### config.mk
export PLATFORM = sky130hd
export DESIGN_NAME = periodic_task_scheduler_unit
export DESIGN_NICKNAME = d
export VERILOG_FILES = /design/src/pts_pkg.sv /design/src/pts_divider.sv /design/src/pts_cell.sv /design/src/periodic_task_scheduler_unit.sv
export VERILOG_INCLUDE_DIRS = /design/src /design/src/src
export SDC_FILE = /design/constraint.sdc
export NUM_CORES = 2
export LEC_CHECK = 0
export BUFFER_PORTS_ARGS = -buffer_cell sky130_fd_sc_hd__buf_4
export CAP_MARGIN = 25
export CORE_AREA = 2 2 437 439
export DETAILED_ROUTE_END_ITERATION = 8
export DIE_AREA = 0 0 439 441
export GPL_TIMING_DRIVEN = 0
export HOLD_SLACK_MARGIN = 0.03
export PLACE_DENSITY = 0.55
export SETUP_SLACK_MARGIN = 0.05
export SYNTH_ARGS = -nofsm -noshare
export SYNTH_HDL_FRONTEND = slang
export SYNTH_SLANG_ARGS = --single-unit
### constraint.sdc
create_clock -name clk -period 6.9 [get_ports clk]
set_clock_uncertainty 0.2 [all_clocks]
set_input_delay 0.69 -clock clk [delete_from_list [all_inputs] [get_ports clk]]
set_output_delay 0.69 -clock clk [all_outputs]
set_load 0.05 [all_outputs]
### src/periodic_task_scheduler_unit_macros.svh
// Assertion macros for the periodic task scheduler unit
`ifndef PERIODIC_TASK_SCHEDULER_UNIT_MACROS_SVH
`define PERIODIC_TASK_SCHEDULER_UNIT_MACROS_SVH
`ifndef ASSERT_OFF
`define PTS_ASSERT(label, clk, rst_n, prop) \
	label: assert property (@(posedge clk) disable iff (!rst_n) prop) else $error("%m failed");
`define PTS_ASSERT_NR(label, clk, prop) \
	label: assert property (@(posedge clk) prop) else $error("%m failed");
`else
`define PTS_ASSERT(label, clk, rst_n, prop)
`define PTS_ASSERT_NR(label, clk, prop)
`endif
`endif

### src/pts_pkg.sv
// Shared types and codes of the periodic task scheduler
package pts_pkg;
	localparam logic [3:0] KIND_TICK = 4'd0;
	localparam logic [3:0] KIND_CREATE = 4'd1;
	localparam logic [3:0] KIND_DELETE = 4'd2;
	localparam logic [3:0] KIND_SUSPEND = 4'd3;
	localparam logic [3:0] KIND_RESUME = 4'd4;
	localparam logic [3:0] KIND_WAIT = 4'd5;
	localparam logic [3:0] KIND_FINISH = 4'd6;
	localparam logic [3:0] KIND_TLOAD = 4'd7;
	localparam logic [3:0] KIND_TOTAL = 4'd8;

	localparam logic [1:0] MODE_REMOVED = 2'd0;
	localparam logic [1:0] MODE_SUSPENDED = 2'd1;
	localparam logic [1:0] MODE_READY = 2'd2;
	localparam logic [1:0] MODE_WAITING = 2'd3;

	localparam logic [1:0] ST_OK = 2'd0;
	localparam logic [1:0] ST_BAD_INDEX = 2'd1;
	localparam logic [1:0] ST_ABSENT = 2'd2;

	localparam logic [7:0] LOAD_SAT = 8'd255;
	localparam logic [7:0] TOTAL_CAP = 8'd100;

	// one slot's architectural state
	typedef struct packed {
		logic        used;
		logic [1:0]  mode;
		logic [15:0] period;
		logic [15:0] countdown;
		logic [31:0] cycle_sum;
		logic [7:0]  load;
	} slot_t;

	// scan token passed from cell to cell; total holds up to 32 loads of 255
	typedef struct packed {
		logic        found;
		logic [5:0]  pick;
		logic [12:0] total;
	} token_t;

	// command broadcast to every cell during a slot op
	typedef struct packed {
		logic        op;
		logic [3:0]  kind;
		logic [1:0]  mode;
		logic [15:0] period;
		logic [31:0] cycles;
	} cmd_t;
endpackage

### src/pts_divider.sv
// Restoring divider for load computation, one quotient bit per cycle
module pts_divider import pts_pkg::*; (
	input  logic        clk,
	input  logic        arst_n,
	input  logic        start,
	input  logic [31:0] dividend,
	input  logic [31:0] divisor,
	output logic        done,
	output logic [7:0]  load
);
	logic [31:0] quo_q;
	logic [31:0] rem_q;
	logic [31:0] dvs_q;
	logic [5:0]  cnt_q;
	logic        busy_q;
	logic [32:0] trial;

	assign trial = {rem_q, quo_q[31]} - {1'b0, dvs_q};

	always_ff @(posedge clk or negedge arst_n) begin
		if (!arst_n) begin
			busy_q <= 1'b0;
			cnt_q <= '0;
		end else if (start) begin
			busy_q <= 1'b1;
			cnt_q <= 6'd32;
		end else if (busy_q) begin
			cnt_q <= cnt_q - 6'd1;
			if (cnt_q == 6'd1) busy_q <= 1'b0;
		end
	end

	// remainder stays below the divisor, so a restored shift never loses its top bit
	always_ff @(posedge clk) begin
		if (start) begin
			quo_q <= dividend;
			rem_q <= '0;
			dvs_q <= (divisor == '0) ? 32'd1 : divisor;
		end else if (busy_q) begin
			if (!trial[32]) begin
				rem_q <= trial[31:0];
				quo_q <= {quo_q[30:0], 1'b1};
			end else begin
				rem_q <= {rem_q[30:0], quo_q[31]};
				quo_q <= {quo_q[30:0], 1'b0};
			end
		end
	end

	assign done = busy_q && (cnt_q == 6'd1) ? 1'b0 : (!busy_q);
	assign load = (quo_q > 32'd255) ? LOAD_SAT : quo_q[7:0];
endmodule

### src/pts_cell.sv
// One task slot cell: holds the slot state and passes the scan token on
module pts_cell import pts_pkg::*; #(
	parameter int IDX = 0
) (
	input  logic        clk,
	input  logic        arst_n,
	input  logic        sel,
	input  cmd_t        cmd,
	input  logic        scan_en,
	input  logic [5:0]  running,
	input  token_t      tok_in,
	output token_t      tok_out,
	input  logic        load_we,
	input  logic [7:0]  load_in,
	output slot_t       slot
);
	slot_t  s_q;
	logic   expire;
	logic [15:0] dec;

	assign slot = s_q;
	assign dec = s_q.countdown - 16'd1;
	assign expire = s_q.used && s_q.mode == MODE_SUSPENDED && dec == '0;

	// token: first ready-not-running or newly expired slot wins
	always_comb begin
		tok_out = tok_in;
		tok_out.total = tok_in.total + (s_q.used ? {5'b0, s_q.load} : 13'd0);
		if (!tok_in.found && s_q.used) begin
			if ((s_q.mode == MODE_READY && running != 6'(IDX)) || expire) begin
				tok_out.found = 1'b1;
				tok_out.pick = 6'(IDX);
			end
		end
	end

	always_ff @(posedge clk or negedge arst_n) begin
		if (!arst_n) begin
			s_q <= '0;
		end else if (scan_en) begin
			if (s_q.used && s_q.mode == MODE_SUSPENDED) begin
				s_q.countdown <= expire ? s_q.period : dec;
				if (expire) s_q.mode <= MODE_READY;
			end
		end else if (load_we) begin
			s_q.load <= load_in;
			s_q.cycle_sum <= '0;
		end else if (sel && cmd.op) begin
			unique case (cmd.kind)
				KIND_CREATE: begin
					s_q.used <= 1'b1;
					s_q.mode <= MODE_SUSPENDED;
					s_q.period <= cmd.period;
					s_q.countdown <= cmd.period;
				end
				KIND_DELETE: begin
					s_q.used <= 1'b0;
					s_q.mode <= MODE_REMOVED;
					s_q.period <= '0;
					s_q.countdown <= '0;
				end
				KIND_SUSPEND, KIND_RESUME, KIND_WAIT: s_q.mode <= cmd.mode;
				KIND_FINISH: begin
					s_q.cycle_sum <= s_q.cycle_sum + cmd.cycles;
					s_q.mode <= MODE_SUSPENDED;
				end
				default: ;
			endcase
		end
	end
endmodule

### src/periodic_task_scheduler_unit.sv
// Periodic task scheduler: a row of slot cells, a control sequencer and a load divider.
// A slot item or tick is taken in IDLE and runs in EXEC, which registers its result.
// A tick that closes a load window adds a walk over the slots in WIN, with a DIV state
// per present slot for the shared bit-serial divider. The result sits in an output
// register; the next beat is taken in the cycle it is delivered, or any later cycle.
`include "periodic_task_scheduler_unit_macros.svh"
module periodic_task_scheduler_unit import pts_pkg::*; #(
	parameter int TASK_SLOTS = 8
) (
	input  logic        clk,
	input  logic        arst_n,
	input  logic        s_tvalid,
	output logic        s_tready,
	// [3:0] kind, [11:4] task_req, [27:12] period, [59:28] cycles, zero fill
	input  logic [63:0] s_tdata,
	output logic        m_tvalid,
	input  logic        m_tready,
	// [1:0] status, [2] dispatch_valid, [6:3] dispatch_task, [14:7] load_value
	output logic [15:0] m_tdata,
	input  logic        psel,
	input  logic        penable,
	input  logic        pwrite,
	input  logic [2:0]  paddr,
	input  logic [31:0] pwdata,
	output logic [31:0] prdata,
	output logic        pready
);
	localparam int SW = (TASK_SLOTS > 1) ? $clog2(TASK_SLOTS) : 1;
	localparam logic [2:0] S_IDLE = 3'd0, S_EXEC = 3'd1, S_WIN = 3'd2,
		S_DIV = 3'd3, S_OUT = 3'd4;

	logic [31:0] cpp_q;
	logic [15:0] lwt_q;
	logic [15:0] win_q;
	logic [5:0]  run_q;
	logic [2:0]  st_q;
	logic [59:0] item_q;
	logic [5:0]  wi_q;
	logic        outv_q;
	logic [14:0] out_q;

	logic [3:0]  kind;
	logic [7:0]  idx;
	logic        vidx;
	slot_t       slots [TASK_SLOTS];
	token_t      toks [TASK_SLOTS+1];
	cmd_t        cmd;
	logic        scan_en;
	logic        div_start, div_done;
	logic [7:0]  div_load;
	logic [15:0] win_inc;
	slot_t       cur;
	logic [14:0] res;
	logic        win_end;

	assign pready = 1'b1;
	assign prdata = (paddr == 3'd0) ? cpp_q : (paddr == 3'd4) ? {16'd0, lwt_q} : 32'd0;

	always_ff @(posedge clk or negedge arst_n) begin
		if (!arst_n) begin
			cpp_q <= 32'd1800000;
			lwt_q <= 16'd1000;
		end else if (psel && penable && pwrite) begin
			if (paddr == 3'd0) cpp_q <= pwdata;
			else if (paddr == 3'd4) lwt_q <= pwdata[15:0];
		end
	end

	assign kind = item_q[3:0];
	assign idx = item_q[11:4];
	assign vidx = {24'd0, idx} < TASK_SLOTS;
	assign cur = slots[vidx ? idx[SW-1:0] : '0];
	assign win_inc = win_q + 16'd1;

	always_comb begin
		cmd.op = st_q == S_EXEC && vidx;
		cmd.kind = kind;
		cmd.mode = kind == KIND_SUSPEND ? MODE_SUSPENDED :
			kind == KIND_RESUME ? MODE_READY : MODE_WAITING;
		cmd.period = item_q[27:12];
		cmd.cycles = item_q[59:28];
		if ((kind == KIND_DELETE || kind == KIND_FINISH) && !cur.used) cmd.op = 1'b0;
	end
	assign scan_en = st_q == S_EXEC && kind == KIND_TICK;
	assign toks[0] = '0;

	for (genvar g = 0; g < TASK_SLOTS; g++) begin : g_cell
		pts_cell #(.IDX(g)) u_cell (
			.clk, .arst_n,
			.sel(idx == 8'(g)), .cmd, .scan_en, .running(run_q),
			.tok_in(toks[g]), .tok_out(toks[g+1]),
			.load_we(st_q == S_DIV && div_done && !div_start && wi_q == 6'(g)
				&& slots[g].used),
			.load_in(div_load), .slot(slots[g])
		);
	end

	assign div_start = st_q == S_WIN && wi_q < 6'(TASK_SLOTS) &&
		slots[wi_q[SW-1:0]].used;
	pts_divider u_div (
		.clk, .arst_n, .start(div_start),
		.dividend(slots[wi_q < 6'(TASK_SLOTS) ? wi_q[SW-1:0] : '0].cycle_sum),
		.divisor(cpp_q), .done(div_done), .load(div_load)
	);

	assign s_tready = st_q == S_IDLE && (!outv_q || m_tready);
	assign m_tvalid = outv_q;
	assign m_tdata = {1'b0, out_q};

	// result of the item in execution
	always_comb begin
		res = '0;
		win_end = 1'b0;
		priority if (kind == KIND_TICK) begin
			if (toks[TASK_SLOTS].found) begin
				res[2] = 1'b1;
				res[6:3] = toks[TASK_SLOTS].pick[3:0];
			end
			win_end = win_inc >= lwt_q;
		end else if (kind == KIND_TOTAL) begin
			res[14:7] = toks[TASK_SLOTS].total > 13'd100 ? TOTAL_CAP :
				toks[TASK_SLOTS].total[7:0];
		end else if (kind > KIND_TOTAL) begin
		end else if (!vidx) res[1:0] = ST_BAD_INDEX;
		else if ((kind == KIND_DELETE || kind == KIND_FINISH ||
			kind == KIND_TLOAD) && !cur.used) res[1:0] = ST_ABSENT;
		else if (kind == KIND_FINISH) begin
			res[2] = 1'b1;
			res[6:3] = 4'(TASK_SLOTS);
		end else if (kind == KIND_TLOAD) res[14:7] = cur.load;
	end

	// sequencer
	always_ff @(posedge clk or negedge arst_n) begin
		if (!arst_n) begin
			st_q <= S_IDLE;
			run_q <= 6'(TASK_SLOTS);
			win_q <= '0;
			outv_q <= 1'b0;
			wi_q <= '0;
		end else begin
			unique case (st_q)
				S_IDLE: begin
					if (outv_q && m_tready) outv_q <= 1'b0;
					if (s_tvalid && s_tready) st_q <= S_EXEC;
				end
				S_EXEC: begin
					outv_q <= !win_end;
					wi_q <= '0;
					st_q <= win_end ? S_WIN : S_IDLE;
					if (kind == KIND_TICK) begin
						win_q <= win_end ? '0 : win_inc;
						if (toks[TASK_SLOTS].found) run_q <= toks[TASK_SLOTS].pick;
					end else if (res[2]) run_q <= 6'(TASK_SLOTS);
				end
				S_WIN: begin
					if (wi_q == 6'(TASK_SLOTS)) begin
						outv_q <= 1'b1;
						st_q <= S_IDLE;
					end else if (div_start) st_q <= S_DIV;
					else wi_q <= wi_q + 6'd1;
				end
				S_DIV: if (div_done) begin
					wi_q <= wi_q + 6'd1;
					st_q <= S_WIN;
				end
				default: st_q <= S_IDLE;
			endcase
		end
	end

	// item and result holding registers
	always_ff @(posedge clk) begin
		if (s_tvalid && s_tready) item_q <= s_tdata[59:0];
		if (st_q == S_EXEC) out_q <= res;
	end

	`PTS_ASSERT(a_noacc_busy, clk, arst_n, (st_q != S_IDLE) |-> !s_tready)
	`PTS_ASSERT(a_run_range, clk, arst_n, run_q <= 6'(TASK_SLOTS))
	`PTS_ASSERT(a_out_after_exec, clk, arst_n,
		(st_q == S_EXEC && kind != KIND_TICK) |=> outv_q)
endmodule

==> impl_metrics.csv <==
group,metric,value,unit
hold_path,hold_path_class,"in2reg",
logic_synthesis,synth-seq-area-share,39.0,%
clocking,cts.clk_slew.worst_paths,0.07,ns
clocking,clk_latency,0.77,ns
sta,period_needed,6.03,ns
routing,via_per_inst,5.43,
clocking,htree_levels,3,
logic_synthesis,synthFlopType,"dfrtp_1",
sta,max_slew.worst_pin.slew,1.10,ns
logic_synthesis,synth_warnings,0,
setup_path,cp.required,7.26,ns
routing,vias,50400,
layout,drive_gt1_share,8.64,%
logic_synthesis,yosysTopAreaCellShare,29.6,%
logic_synthesis,synth-async-reset-ratio,80.0,%
power,p_leak,28.8,nW
routing,drt-initial-drc-count,4236,
layout,fin_nets,7171,
layout,areaGrowthSynthToFinish,16.5,%
clocking,cts-hold-fix-buffers,93,
sta,hold_viol,0,
power,total_power,0.0161,W
setup_path,crit_arrival,6.39,ns
global_route,grt_overflow,0,
logic_synthesis,synthTopCellsByCount,"821 x nand2_1, 666 x dfrtp_1, 580 x a21oi_1, 507 x o21ai_0, 403 x nor2_1",
floorplanning,start_util,29.7,%
floorplanning,die_area,194000,um^2
clocking,root_buffer,"clkbuf_16",
logic_synthesis,syn-cell-area,56300,um^2
routing,dr.pass1.iters,6,
global_route,first_global_vias,48700,
placed_design,gp_congestion,0.943,
global_route,antenna_found_initial,4,
setup_path,end_kind,"register",
floorplanning,die_y,441,um
floorplanning,fp.coreArea,189000,um^2
run,drv_cap,0,
placed_design,dpl.hpwl,155,mm
setup_path,critPathLaunchType,"register",
routing,wl_per_cell,22.1,um
logic_synthesis,synth_nets,6794,
power,ir_worst_vdd,0.216,mV
global_route,grt_max_degree,110,
logic_synthesis,synth_top_cell_by_area,"dfrtp_1",
logic_synthesis,synth_edf_count,139,
clocking,clock_path_buffers,3,
routing,drc,0,
routing,wl,205,mm
logic_synthesis,avgSynthCellArea,8.94,um^2
setup_path,crit_path_max_fanout,10,
floorplanning,ioPinCount,157,
floorplanning,die_w,439,um
sta,fin_crit_sh,87.3,%
sta,rsz0062_at_grt,"false",
sta,slew_headroom,26.4,%
sta,max_freq,166,MHz
sta,slew_violations,0,
placed_design,portBuffers,150,
logic_synthesis,synth.ff_latch_count,855,
logic_synthesis,synth_most_common_cell,"nand2_1",
run_status,status,"completed",
logic_synthesis,synthCells,6298,
logic_synthesis,synthDistinctLibCells,107,
floorplanning,rows,160,
clocking,postCtsSetupBuffers,0,
sta,setup_viol,0,
global_route,grt_usage,20.6,%
logic_synthesis,synth_area_leaders,"dfrtp_1 30%, ha_1 7.4%, edfxtp_1 7.4%",
clocking,cts_tree,"built",
clocking,numCtsBuffers,102,
sta,tns,0,ns
setup_path,crit_type,"reg2reg",
clocking,ctsResizeCount,0,
global_route,grt_pass1_wl,306,mm
clocking,cts.sinks,855,
routing,ant_nets,0,
power,power.density,245,nW/um^2
-- state kept, by name, indices dropped and copies added, names as in the netlist --
signal / cells
u_div.rem_q: 32
u_div.quo_q: 32
u_div.dvs_q: 32
lwt_q: 16
item_q: 60
cpp_q: 32
out_q: 15
wi_q: 6
win_q: 16
run_q: 4
st_q: 2
g_cell.u_cell.slot: 600
u_div.busy_q: 1
u_div.cnt_q: 6
m_tvalid: 1
-- where the power goes --
group | switching (W) | internal [W] | total, W
combinational | 0.00282 | 0.00152 | 0.00434
sequential | 0.000397 | 0.00549 | 0.00589
clock | 0.00244 | 0.00341 | 0.00586
total | 0.00566 | 0.0104 | 0.0161
-- cells by family (layout without fill, tap and decap cells) --
group	count (synthesis)	count (layout)	synth area share, %
other	2	4	0.0133
xor gates and xnor gates	366	366	5.70
muxes	177	177	4.16
AOI/OAI and AO/OA	2020	2020	21.7
adders and majority gates	390	390	9.42
buffers and inverters	536	999	3.73
and+or+nand+nor	1952	1952	16.2
DFF	855	855	39.0
-- worst max-delay path: stages (launching register included) --
cell and delay (ns):
dfrtp_1 0.54, clkbuf_1 0.59, nand2_1 0.17, fa_1 0.57
inv_1 0.06, fa_1 0.53, inv_1 0.05, fa_1 0.50
fa_1 0.60, inv_1 0.06, ha_1 0.29, a21o_1 0.19
a21oi_1 0.29, o21ai_0 0.13, a21oi_1 0.16, o2111ai_1 0.29
or2_2 0.38, o22ai_1 0.21
-- final cells by class --
class / instances / area [um^2]
clock inverters: 53 / 723
repair buffers: 273 / 2510
flip-flops and latches: 855 / 22000
inverters: 211 / 795
clock buffers: 137 / 2890
fillers: 19500 / 124000
multi-input cells: 4907 / 32300
plain buffers: 325 / 1310
diodes: 2 / 5.00
well taps: 2511 / 3140
-- final timing paths --
kind	endpoint	slack, ns	startpoint	depth (start not counted)
setup / recovery	out_q[11]	0.87	g_cell[7].u_cell.slot[74]	17
hold / removal	m_tvalid	0.24	m_tready	4
setup reg to reg	out_q[11]	0.87	g_cell[7].u_cell.slot[74]	17
hold reg to reg	g_cell[3].u_cell.slot[71]	0.28	g_cell[3].u_cell.slot[71]	2
max in group asynchronous	g_cell[7].u_cell.slot[54]	4.69	arst_n	5
min in group asynchronous	g_cell[7].u_cell.slot[12]	0.31	arst_n	3
-- stage by stage --
step | std cells | util, % | instance area [um^2] | hold slack (ns) | setup WS (ns)
finish | 9274 | 34.7 | 65600 | 0.235 | 0.875
global route | 9273 | 34.7 | 65600 | 0.206 | 0.665
CTS | 9265 | 34.6 | 65500 | 0.190 | 0.912
detailed placement | 8982 | 32.2 | 61000 | 0.271 | 0.935
global placement | 8959 | 32.0 | 60500 | 0.258 | -3.68
floorplan | 6298 | - | 56300 | 0.194 | 1.95
-- routing by layer --
layer / routed length [um] / track usage [%] / up-vias
li1: - / - / 23500
met1: 87400 / 26.6 / 24800
met2: 96100 / 34.1 / 1629
met3: 11300 / 2.86 / 442
met4: 10000 / 9.64 / 2
met5: 17 / 0 / -
-- cells in the final DEF (no fill, tap or decap), types with 52 or more instances in the layout --
| master | instances |
|---|---|
| xor2_1 | 188 |
| a22o_1 | 57 |
| nor4_1 | 52 |
| a21o_1 | 123 |
| o21ai_0 | 507 |
| fa_1 | 56 |
| a211oi_1 | 87 |
| mux2_2 | 55 |
| and2_1 | 67 |
| nor2_1 | 403 |
| dlygate4sd3_1 | 93 |
| mux2i_1 | 65 |
| edfxtp_1 | 139 |
| o21a_1 | 66 |
| buf_4 | 161 |
| dfrtp_1 | 666 |
| nand2b_1 | 63 |
| nor3_1 | 116 |
| o21ai_1 | 194 |
| ha_1 | 334 |
| nand2_1 | 821 |
| nand3_1 | 134 |
| xnor2_1 | 178 |
| inv_1 | 206 |
| clkbuf_1 | 265 |
| a21oi_1 | 580 |
| clkbuf_16 | 103 |
Power figures use the tool's default switching activity.
